<file path="config.mk">
export PLATFORM = sky130hd
export DESIGN_NAME = rse_gen
export DESIGN_NICKNAME = d
export VERILOG_FILES = /design/src/sv/rse_pkg.sv /design/src/sv/rse_gen.sv
export SDC_FILE = /design/constraint.sdc
export NUM_CORES = 2
export LEC_CHECK = 0
export BUFFER_PORTS_ARGS = -buffer_cell sky130_fd_sc_hd__buf_4
export CORE_UTILIZATION = 45
export DETAILED_ROUTE_END_ITERATION = 7
export PLACE_DENSITY_LB_ADDON = 0.2
export SLEW_MARGIN = 20
export SYNTH_ARGS = -nofsm -noshare
export SYNTH_HDL_FRONTEND = slang
export SYNTH_SLANG_ARGS = --single-unit
</file>
<file path="constraint.sdc">
create_clock -name i_clk -period 5.28 [get_ports i_clk]
set_clock_uncertainty 0.2 [all_clocks]
set_input_delay 0.264 -clock i_clk [delete_from_list [all_inputs] [get_ports i_clk]]
set_output_delay 0.264 -clock i_clk [all_outputs]
set_load 0.03 [all_outputs]
</file>
<file path="src/sv/rse_pkg.sv">
// Package for the Reed-Solomon parity encoder: beat types and GF(256) helpers.
// No dependencies; every other file in the folder refers to it by scoped names.
package rse_pkg;

    localparam logic [7:0] FIELD_POLY_LOW = 8'h1D;
    localparam logic [7:0] ALPHA          = 8'h02;
    localparam logic [5:0] RESET_LEN      = 6'd10;
    localparam int         CFG_W          = 6;

    typedef struct packed {
        logic [7:0] data_byte;
        logic       block_end;
    } t_in_beat;

    typedef struct packed {
        logic [7:0] parity_byte;
        logic       parity_last;
    } t_out_beat;

    // Multiplication in GF(256) modulo x^8 + x^4 + x^3 + x^2 + 1.
    function automatic logic [7:0] gf_mul(input logic [7:0] a, input logic [7:0] b);
        logic [7:0] acc;
        acc = 8'h00;
        for (int i = 7; i >= 0; i--) begin
            acc = {acc[6:0], 1'b0} ^ (acc[7] ? FIELD_POLY_LOW : 8'h00);
            if (b[i]) begin
                acc = acc ^ a;
            end
        end
        return acc;
    endfunction

endpackage

</file>
<file path="src/sv/rse_gen.sv">
// Generator polynomial unit: multiplies in one root (x - 2^i) per cycle.
// Depends on rse_pkg for the GF(256) multiplier.
module rse_gen #(
    parameter int MAX_PARITY_LEN = 32,
    parameter int LW             = $clog2(MAX_PARITY_LEN + 1)
) (
    input  logic                           i_clk,
    input  logic                           i_rst_n,
    input  logic                           i_start,
    input  logic [LW-1:0]                  i_len,
    input  logic [LW-1:0]                  i_reset_len,
    output logic [MAX_PARITY_LEN-1:0][7:0] o_coeffs,
    output logic [LW-1:0]                  o_len,
    output logic                           o_busy
);

    logic [MAX_PARITY_LEN-1:0][7:0] r_coef, n_coef;
    logic [MAX_PARITY_LEN-1:0][7:0] w_init;
    logic [7:0]                     r_root;
    logic [LW-1:0]                  r_cnt;
    logic [LW-1:0]                  r_len;
    logic [LW-1:0]                  w_init_len;
    logic                           r_busy;

    assign w_init_len = i_rst_n ? i_len : i_reset_len;

    always_comb begin
        for (int j = 0; j < MAX_PARITY_LEN; j++) begin
            w_init[j] = (LW'(j + 1) == w_init_len) ? 8'h01 : 8'h00;
        end
        for (int j = 0; j < MAX_PARITY_LEN - 1; j++) begin
            n_coef[j] = rse_pkg::gf_mul(r_coef[j], r_root) ^ r_coef[j + 1];
        end
        n_coef[MAX_PARITY_LEN - 1] = rse_pkg::gf_mul(r_coef[MAX_PARITY_LEN - 1], r_root);
    end

    always_ff @(posedge i_clk) begin
        if (!i_rst_n || i_start) begin
            r_coef <= w_init;
            r_root <= 8'h01;
            r_cnt  <= '0;
            r_len  <= w_init_len;
            r_busy <= 1'b1;
        end else if (r_busy) begin
            r_coef <= n_coef;
            r_root <= rse_pkg::gf_mul(r_root, rse_pkg::ALPHA);
            r_cnt  <= r_cnt + LW'(1);
            if (r_cnt == r_len - LW'(1)) begin
                r_busy <= 1'b0;
            end
        end
    end

    assign o_coeffs = r_coef;
    assign o_len    = r_len;
    assign o_busy   = r_busy;

    a_cnt_below_len: assert property (@(posedge i_clk) disable iff (!i_rst_n)
        r_busy |-> (r_cnt < r_len))
        else $error("generator step count reached the length while busy");

endmodule

</file>
==> results.py <==
metrics = {
    "global_route": {
        "grt_pass1_vias": 35984,
        "grt_max_degree": 141,
        "grt_usage_pct": 26.3,
        "grt_pass1_wl_um": 216000,
        "overflow": 0,
        "antenna_found_initial": 2,
    },
    "logic_synthesis": {
        "yosysWarningCount": 0,
        "ys_types": 67,
        "yosys.cell_count.top_type": "nand2_1",
        "ys_ff_latch": 277,
        "synthesis.area_um2": 46100,
        "yosys.area.top_type": "xnor2_1",
        "async_flop_share_pct": 0,
        "ys_seq_area_share_pct": 17.7,
        "synthTopCellsByArea": "xnor2_1 (30%), edfxtp_1 (17%), nand2_1 (15%), xor2_1 (9.5%), xnor3_1 (6.7%)",
        "syn_nets": 5878,
        "synth-edff-count": 262,
        "synth.avg_cell_area_um2": 7.86,
        "netlist.area_leader.share_pct": 30.2,
        "ys.flop_type": "edfxtp_1",
        "synth_common_cells": "nand2_1 (1895), xnor2_1 (1589), xor2_1 (501)",
        "syn_inst": 5861,
    },
    "detailed_routing": {
        "vias": 37184,
        "ant_nets": 0,
        "drtIter0Drc": 2728,
        "first_pass_iters": 5,
        "drcViolationCount": 0,
        "wl_um": 138000,
        "wl_per_cell_um": 19.4,
        "viasPerCell": 5.22,
    },
    "timing": {
        "rsz0062_at_grt": "false",
        "worst_pin_slew_ns": 1.04,
        "finalCritPeriodShare_pct": 69.7,
        "setup_ws_ns": 1.60,
        "hold-worst-slack_ns": 0.102,
        "slew_violations": 0,
        "finalSetupViolCount": 0,
        "fmax_ghz": 0.272,
        "period_needed_ns": 3.68,
        "tns_ns": 0,
        "hold_viol_final": 0,
        "max-slew-margin-rel_pct": 30.8,
    },
    "setup_path": {
        "reg2reg_depth": 8,
        "cp-start-kind": "flip-flop",
        "end_kind": "flip-flop",
        "crit_end": "o_coeffs[196]",
        "r2r_slack_ns": 1.60,
        "crit_type": "reg -> reg",
        "r2r_start": "r_root[7]",
        "r2r-end": "o_coeffs[196]",
        "crit_fanout": 65,
        "worstSetupStartpoint": "r_root[7]",
        "worstPathRequired_ns": 5.54,
        "arrival_ns": 3.94,
    },
    "floorplanning": {
        "chipHeight_um": 322,
        "initial_core_util_pct": 45.3,
        "die_w_um": 322,
        "num_io_pins": 278,
        "die-area_um2": 104000,
        "row_count": 117,
        "core_um2": 102000,
    },
    "power_and_ir_drop": {
        "p_total_w": 0.00608,
        "combPwrFrac_pct": 10.4,
        "ir_worst_vdd_v": 0.000181,
        "cellPowerDensity_nw_per_um2": 123,
        "pwr-share-clk_pct": 47.8,
        "switching_share_pct": 28.8,
        "internal-power_w": 0.00433,
        "pwr-share-seq_pct": 41.8,
        "p_leak_nw": 16.6,
        "power_switching_w": 0.00175,
    },
    "clock_network": {
        "numCtsBuffers": 42,
        "clock-sinks": 277,
        "cts_buffer_depth": 3,
        "cts_setup_buffers": 0,
        "hold_buffers": 17,
        "h-tree-depth": 2,
        "clkSlewWorstSetupHoldPaths_ns": 0.07,
        "cts_tree": "built",
        "clk_latency_ns": 0.60,
        "cts_root_buf": "clkbuf_16",
        "cts-resized-gates": 0,
    },
    "placed_design": {
        "hpwlAfterDp_um": 87700,
        "numPortBuffers": 277,
        "pre_cts_ws_ns": 1.60,
        "gp_congestion": 0.823,
    },
    "finish": {
        "diodes": 0,
        "syn2layout_area_growth_pct": 7.62,
        "fill_cells": 9996,
        "drive_gt1_share_pct": 10.1,
        "nNetsFinal": 5738,
    },
    "min_path": {
        "hold-path-cell-count": 5,
        "hold_path.class": "in -> reg",
    },
    "run": {
        "max_cap_viol_count": 0,
    },
    "status": {
        "status": "finished clean",
    },
}
## critical path, stage by stage (launching register included)
cell and delay [ns]:
dfxtp_4 0.89, buf_12 0.36, nand2_1 0.11, xor2_1 0.42, xnor3_1 0.29, xnor3_1 0.44, xnor2_1 0.27, xnor3_1 0.43
nor2_1 0.09
## cell families after synthesis
| kind of cell | count (synthesis) | share of synthesized area [%] |
|---|---|---|
| buffers and inverters | 574 | 6.01 |
| and+or+nand+nor | 2330 | 20.0 |
| adders and majority gates | 2 | 0.0543 |
| muxes | 119 | 2.74 |
| xor gates and xnor gates | 2310 | 49.6 |
| DFF | 277 | 17.7 |
| AOI/OAI and AO/OA | 249 | 3.85 |
## through the flow
| step | instance area (um2) | util (%) | std cells |
|---|---|---|---|
| after global placement | 48100 | 47.3 | 7028 |
| after CTS | 49600 | 48.8 | 7122 |
| after floorplan | 46100 | - | 5861 |
| after detailed placement | 48100 | 47.3 | 7028 |
| final | 49600 | 48.8 | 7122 |
| after global routing | 49600 | 48.8 | 7122 |
## layout by cell type, fill, tap and decap left out, types with 20 or more instances in the layout
| master | count |
|---|---|
| clkbuf_16 | 46 |
| mux2_2 | 58 |
| xnor3_1 | 137 |
| buf_4 | 338 |
| nand2_1 | 1895 |
| nor2b_1 | 30 |
| nor3b_1 | 20 |
| xnor2_1 | 1589 |
| nand2b_1 | 69 |
| o21ai_0 | 38 |
| o22ai_1 | 34 |
| xor2_1 | 501 |
| mux2i_1 | 61 |
| a22oi_1 | 69 |
| edfxtp_1 | 262 |
| nor2_1 | 263 |
| xnor2_2 | 58 |
| a21o_1 | 35 |
## power by group through the flow
stage / sequential, W / clock [W] / combinational (W)
global placement: 0.00259 / 0 / 0.000615
CTS: 0.00254 / 0.00298 / 0.000634
floorplan: 0.00254 / 0 / 0.000435
global route: 0.00255 / 0.00304 / 0.000674
finish: 0.00254 / 0.00291 / 0.000633
detailed placement: 0.00259 / 0 / 0.000620
## worst min-delay path by stage
stage                              start       endpoint  slack (ns)
after floorplan                 i_len[1]       o_len[1]        0.26
after global placement          r_cnt[5]       r_cnt[5]        0.28
after detailed placement        r_cnt[5]       r_cnt[5]        0.30
after CTS                 i_reset_len[4]  o_coeffs[248]        0.06
after global routing      i_reset_len[1]  o_coeffs[232]        0.15
final                     i_reset_len[4]  o_coeffs[248]        0.10
## cell type report
| type | instances | area (um2) | share of cell area, % |
|---|---|---|---|
| Sequential cell | 277 | 8200 | 16.5 |
| Clock inverter | 23 | 165 | 0.333 |
| Timing Repair Buffer | 374 | 3090 | 6.23 |
| Clock buffer | 54 | 1190 | 2.40 |
| Tap cell | 1368 | 1710 | 3.45 |
| Multi-Input combinational cell | 5010 | 35200 | 70.9 |
| Inverter | 16 | 60.1 | 0.121 |
## state kept, by name, summed over array words and instances (netlist names)
name and count:
o_busy 1, r_cnt 6, r_root 8, o_coeffs 256, o_len 6
## per-layer routing
| metal | GRT usage (%) | wire (um) |
|---|---|---|
| met1 | 34.8 | 60900 |
| met2 | 43.9 | 65200 |
| met3 | 3.46 | 7700 |
| met4 | 8.95 | 4570 |
| met5 | 0 | 0 |
Power figures use the tool's default switching activity.
