`src/sv/rse_pkg.sv`:
```
// Package for the Reed-Solomon parity encoder: beat types and GF(256) helpers.
// No dependencies; every other file in the folder refers to it by scoped names.
package rse_pkg;

    localparam logic [7:0] FIELD_POLY_LOW = 8'h1D;
    localparam logic [7:0] ALPHA          = 8'h02;
    localparam logic [5:0] RESET_LEN      = 6'd10;
    localparam int         CFG_W          = 6;

    typedef struct packed {
        logic [7:0] data_byte;
        logic       block_end;
    } t_in_beat;

    typedef struct packed {
        logic [7:0] parity_byte;
        logic       parity_last;
    } t_out_beat;

    // Multiplication in GF(256) modulo x^8 + x^4 + x^3 + x^2 + 1.
    function automatic logic [7:0] gf_mul(input logic [7:0] a, input logic [7:0] b);
        logic [7:0] acc;
        acc = 8'h00;
        for (int i = 7; i >= 0; i--) begin
            acc = {acc[6:0], 1'b0} ^ (acc[7] ? FIELD_POLY_LOW : 8'h00);
            if (b[i]) begin
                acc = acc ^ a;
            end
        end
        return acc;
    endfunction

endpackage

```
`src/sv/rse_core.sv`:
```
// Byte datapath: input register, LFSR remainder update, parity output buffer.
// Depends on rse_pkg for beat types and the GF(256) multiplier.
module rse_core #(
    parameter int MAX_PARITY_LEN = 32,
    parameter int LW             = $clog2(MAX_PARITY_LEN + 1)
) (
    input  logic                           i_clk,
    input  logic                           i_rst_n,
    input  logic                           i_clear,
    input  logic                           i_hold,
    input  logic [MAX_PARITY_LEN-1:0][7:0] i_coeffs,
    input  logic [LW-1:0]                  i_len,
    input  logic                           i_in_valid,
    output logic                           o_in_ready,
    input  rse_pkg::t_in_beat              i_in,
    output logic                           o_out_valid,
    input  logic                           i_out_ready,
    output rse_pkg::t_out_beat             o_out
);

    rse_pkg::t_in_beat              r_in;
    logic                           r_in_valid;
    logic [MAX_PARITY_LEN-1:0][7:0] r_rem, n_rem;
    logic [MAX_PARITY_LEN-1:0][7:0] r_par;
    logic [LW-1:0]                  r_cnt;
    logic [7:0]                     w_factor;
    logic                           w_buf_free;
    logic                           w_fire;
    logic                           w_load;
    logic                           w_out_take;

    assign w_out_take = (r_cnt != '0) && i_out_ready;
    assign w_buf_free = (r_cnt == '0) || ((r_cnt == LW'(1)) && i_out_ready);
    assign w_fire     = r_in_valid && (!r_in.block_end || w_buf_free);
    assign w_load     = w_fire && r_in.block_end;
    assign o_in_ready = !i_hold && (!r_in_valid || w_fire);
    assign w_factor   = r_in.data_byte ^ r_rem[0];

    always_comb begin
        for (int j = 0; j < MAX_PARITY_LEN - 1; j++) begin
            n_rem[j] = r_rem[j + 1] ^ rse_pkg::gf_mul(i_coeffs[j], w_factor);
        end
        n_rem[MAX_PARITY_LEN - 1] = rse_pkg::gf_mul(i_coeffs[MAX_PARITY_LEN - 1], w_factor);
    end

    always_ff @(posedge i_clk) begin
        if (!i_rst_n) begin
            r_in_valid <= 1'b0;
        end else if (o_in_ready) begin
            r_in_valid <= i_in_valid;
        end else if (w_fire) begin
            r_in_valid <= 1'b0;
        end
    end

    always_ff @(posedge i_clk) begin
        if (o_in_ready && i_in_valid) begin
            r_in <= i_in;
        end
    end

    always_ff @(posedge i_clk) begin
        if (!i_rst_n || i_clear) begin
            r_rem <= '0;
        end else if (w_fire) begin
            r_rem <= r_in.block_end ? '0 : n_rem;
        end
    end

    always_ff @(posedge i_clk) begin
        if (!i_rst_n) begin
            r_cnt <= '0;
        end else if (w_load) begin
            r_cnt <= i_len;
        end else if (w_out_take) begin
            r_cnt <= r_cnt - LW'(1);
        end
    end

    always_ff @(posedge i_clk) begin
        if (w_load) begin
            r_par <= n_rem;
        end else if (w_out_take) begin
            for (int j = 0; j < MAX_PARITY_LEN - 1; j++) begin
                r_par[j] <= r_par[j + 1];
            end
            r_par[MAX_PARITY_LEN - 1] <= 8'h00;
        end
    end

    assign o_out_valid       = r_cnt != '0;
    assign o_out.parity_byte = r_par[0];
    assign o_out.parity_last = r_cnt == LW'(1);

    a_cnt_in_range: assert property (@(posedge i_clk) disable iff (!i_rst_n)
        r_cnt <= i_len)
        else $error("parity count exceeds the parity length");

    a_load_when_free: assert property (@(posedge i_clk) disable iff (!i_rst_n)
        w_load |-> w_buf_free)
        else $error("parity buffer reloaded before it drained");

    a_last_drains: assert property (@(posedge i_clk) disable iff (!i_rst_n)
        (o_out_valid && i_out_ready && o_out.parity_last && !w_load) |=> !o_out_valid)
        else $error("output still valid after the final parity beat");

endmodule

```
`config.mk`:
```
export PLATFORM = sky130hd
export DESIGN_NAME = rse_core
export DESIGN_NICKNAME = d
export VERILOG_FILES = /design/src/sv/rse_pkg.sv /design/src/sv/rse_core.sv
export SDC_FILE = /design/constraint.sdc
export NUM_CORES = 2
export LEC_CHECK = 0
export ABC_AREA = 1
export BUFFER_PORTS_ARGS = -buffer_cell sky130_fd_sc_hd__buf_2
export CORE_ASPECT_RATIO = 2
export CORE_MARGIN = 2
export CORE_UTILIZATION = 44
export CTS_BUF_LIST = sky130_fd_sc_hd__clkbuf_4
export DETAILED_ROUTE_END_ITERATION = 7
export SETUP_SLACK_MARGIN = 0.4
export SLEW_MARGIN = 20
export SYNTH_ARGS = -nofsm -noshare
export SYNTH_HDL_FRONTEND = slang
export SYNTH_SLANG_ARGS = --single-unit
export TNS_END_PERCENT = 10
```
`constraint.sdc`:
```
create_clock -name i_clk -period 9.6 [get_ports i_clk]
set_input_delay 0.48 -clock i_clk [delete_from_list [all_inputs] [get_ports i_clk]]
set_output_delay 0.48 -clock i_clk [all_outputs]
set_load 0.1 [all_outputs]
```
==> metrics <==
slowest CP cell=inv_4; Nets=between 10,000 and 15,000; Gate Count Post-Synth=roughly 10,000; Setup Viol. Count Final=0; Hold Startpoint=i_coeffs[248]; DR vias/cell=~5.3; data arrival time of the critical path=roughly 6.1 ns; CP Capture Type=flip-flop; vias in the first global route=between 60,000 and 70,000; port buffer count=~290; Yosys reg bits=about 530; Starting DRT DRC Count=~4,500; min-delay worst type=input pin to flip-flop; Static Leak=around 34 nW; Remaining Overflow, GRT=0; Rows=slightly below 200; Setup Skew=roughly 0.10 ns; RSZ-0062 raised after global routing=false; min cycle time layout=approximately 5.2 ns; DPL Wire Length=179 mm; clock buffer depth=4; hold path depth=6; CTS sink cnt=roughly 530; Yosys Warn Count=0; Final Cycle Share=about 54%; Pins Over Slew Limit=0; FF/Latch Area=13,200 um2; R2R cell count=16; final std cells w/o fill=between 10,000 and 15,000; critical path, cell by cell=nand2_2, nand2_8, inv_4, buf_4, nand2_1, xor2_1, nand2_1, nand2_1, o21ai_1, nand2_1, xor2_1, inv_1, nand2_1, nand2_1, nand2_1, nand2_1; setup TNS=0 ns; fraction of layout cells with a size suffix above 1=around 7%; area of the multi-input gates=about 44,000 um2; Post-Syn Area=around 64,000 um2; CTS tree=done; final hold violation count=0; Die ar.=between 100,000 and 150,000 um2; worst hold endpoint=r_rem[248]; largest net degree at the start of global routing=163; Post-Syn Area per Cell=between 6 and 7 um2; antenna viol nets, final=0; WL final=around 250 mm; Die Span X=approximately 270 um; clock-pin slew on the worst setup and hold paths=0.08 ns; pwr dens=189 nW/um2; Starting Density=44.2%; WS Path Type=flip-flop to flip-flop; Max FO, Critical Path=slightly below 70; Synthesized Nets=~11,000; FMAX=roughly 190 MHz; first-pass GRT wire length=377 mm; Avg WL per Cell=between 20 and 25 um; Setup Fix Bufs, Post-CTS=0; post-synthesis cell type count=42; failing checks=DRC; reg2reg end=r_par[46]; peak supply drop=about 0.32 mV; worst r2r src=r_in[5]; core area=approximately 140,000 um2; outcome=finished with violations; CP max stage delay=between 0.8 and 0.9 ns; initial antenna violation count=between 60 and 70; Final Wtd Congestion=0.962; Die H=~540 um; root buffer cell=clkbuf_4; max_slew headroom=23.0%; Layout area overhead=7.28%; DRC=2; FILL cells=approximately 15,000; Cells after DPL=roughly 12,000; sequential area share after synthesis=between 20% and 30%; R2R Setup Slk=about 4.4 ns; CP Data Required Time=roughly 10 ns; H-tree depth=4; Max-Cap Viols=0; DR pass1 iterations=8; Skew-Pair Late Insertion Delay=1.13 ns; CTS Buf Count=149; Worst-Margin Slew=about 1.2 ns; GRT Total Usage=~34%; IO Count=roughly 290; critical path's most frequent cell=nand2_1; Via Count=~67,000; critical path launch point type=flip-flop
==> synth_stat cells, drive strengths merged <==
master	n	area share, %
nand2	3994	24
nor2	1215	7.4
xor2	1005	14
inv	997	5.9
xnor2	891	13
nand3	790	6.2
edfxtp	265	13
buf	263	2.7
dfxtp	263	8.3
a21oi	259	2.0
clkbuf	163	0.96
nand3b	132	1.6
o21ai	80	0.63
or2	57	0.56
nand4	39	0.38
a21o	8	0.095
nand2b	7	0.069
a31oi	4	0.039
clkinv	3	0.018
o211ai	3	0.035
ha	2	0.039
nor3	2	0.016
xnor3	2	0.071
and2	1	0.0099
o22ai	1	0.0099
o31ai	1	0.012
or3	1	0.0099
==> layer usage <==
metal	GRT usage [%]	wire, um	part of all wire [%]
met4	26.5	22200	8.7
met1	33.6	88300	35
met2	60.6	127000	50
met3	5.77	16500	6.5
met5	0	292	0.11
==> how the worst max path moves through the flow <==
stage,from,end,depth (start not counted)
after floorplan,r_cnt[1],r_cnt[1],14
after global placement,r_in[5],r_par[46],16
after detailed placement,r_in[5],r_par[46],16
after CTS,r_in[5],r_par[46],16
after global routing,r_in[5],r_par[46],15
final,r_in[5],r_par[46],16
==> layout by cell type, fill, tap and decap left out, types with 7 or more instances in the layout <==
master            n
clkinv_1         39
nand2_8           7
nand2b_1          7
xnor2_1         866
nand2_2          60
nor2_1         1171
bufinv_16         7
inv_2            12
diode_2          31
buf_12           10
xor2_2            9
xor2_1          996
o21ai_0          69
o21ai_1          10
clkinv_2         17
a21oi_1         259
nand3_1         789
dfxtp_1         263
buf_2           287
nor2_2           41
xnor2_2          25
dlygate4sd3_1    44
buf_4            41
nand2_4           9
clkbuf_4        196
nand2_1        3918
a21o_1            8
edfxtp_1        265
inv_1           984
nand4_1          39
or2_2            27
nand3b_1        132
or2_1            28
==> what timing repair did <==
action	4_1_cts	5_1_grt
hold buffers	44	0
endpoints found under the hold margin	46	0
gates resized for setup	0	0
==> metrics by stage <==
step / util (%) / power, W / instance area [um2] / hold WS [ns] / setup WS, ns
global route: 47.4 / 0.0137 / 68100 / 0.0698 / 4.25
global placement: 45.7 / 0.0104 / 65700 / 0.455 / 4.54
finish: 47.4 / 0.0129 / 68200 / 0.0835 / 4.39
floorplan: - / 0.00860 / 63500 / 0.445 / 2.20
CTS: 47.4 / 0.0128 / 68100 / 0.00501 / 4.50
detailed placement: 45.7 / 0.0105 / 65700 / 0.458 / 4.53
==> cells by family (layout without fill, tap and decap cells) <==
kind of cell               after synthesis  after routing  synth area share (%)
xor gates and xnor gates              1898           1898                  26.6
AOI/OAI and AO/OA                      356            356                  2.86
DFF                                    528            528                  20.8
buffers and inverters                 1426           1644                  9.55
and+or+nand+nor                       6238           6238                  40.1
other                                    0             31                     0
adders and majority gates                2              2                0.0394
==> state kept, by name (all words and copies together) (netlist names) <==
register	flops
r_in_valid	1
r_in	9
r_rem	256
r_cnt	6
r_par	248
o_out	8
==> power by group <==
| group | total, W | switching [W] | internal [W] |
|---|---|---|---|
| registers | 0.00358 | 0.000298 | 0.00328 |
| clock network | 0.00231 | 0.00116 | 0.00115 |
| logic | 0.00696 | 0.00475 | 0.00221 |
==> area by class of cell <==
type / instances / share of cell area [%]
Multi-Input combinational cell: 8494 / 65.1
Clock inverter: 65 / 0.665
Antenna cell: 31 / 0.114
Clock buffer: 196 / 2.16
Sequential cell: 528 / 19.4
Inverter: 1000 / 5.53
Timing Repair Buffer: 383 / 3.54
Tap cell: 1890 / 3.47
==> critical path, delay by kind of cell, from the launching register on <==
family | cells | cell delay [ns]
xor gates and xnor gates | 2 | 0.48
buffers and inverters | 3 | 1.62
DFF | 1 | 0.41
and+or+nand+nor | 10 | 2.18
AOI/OAI and AO/OA | 1 | 0.14
Note: power is estimated with default switching activity, not from simulation.
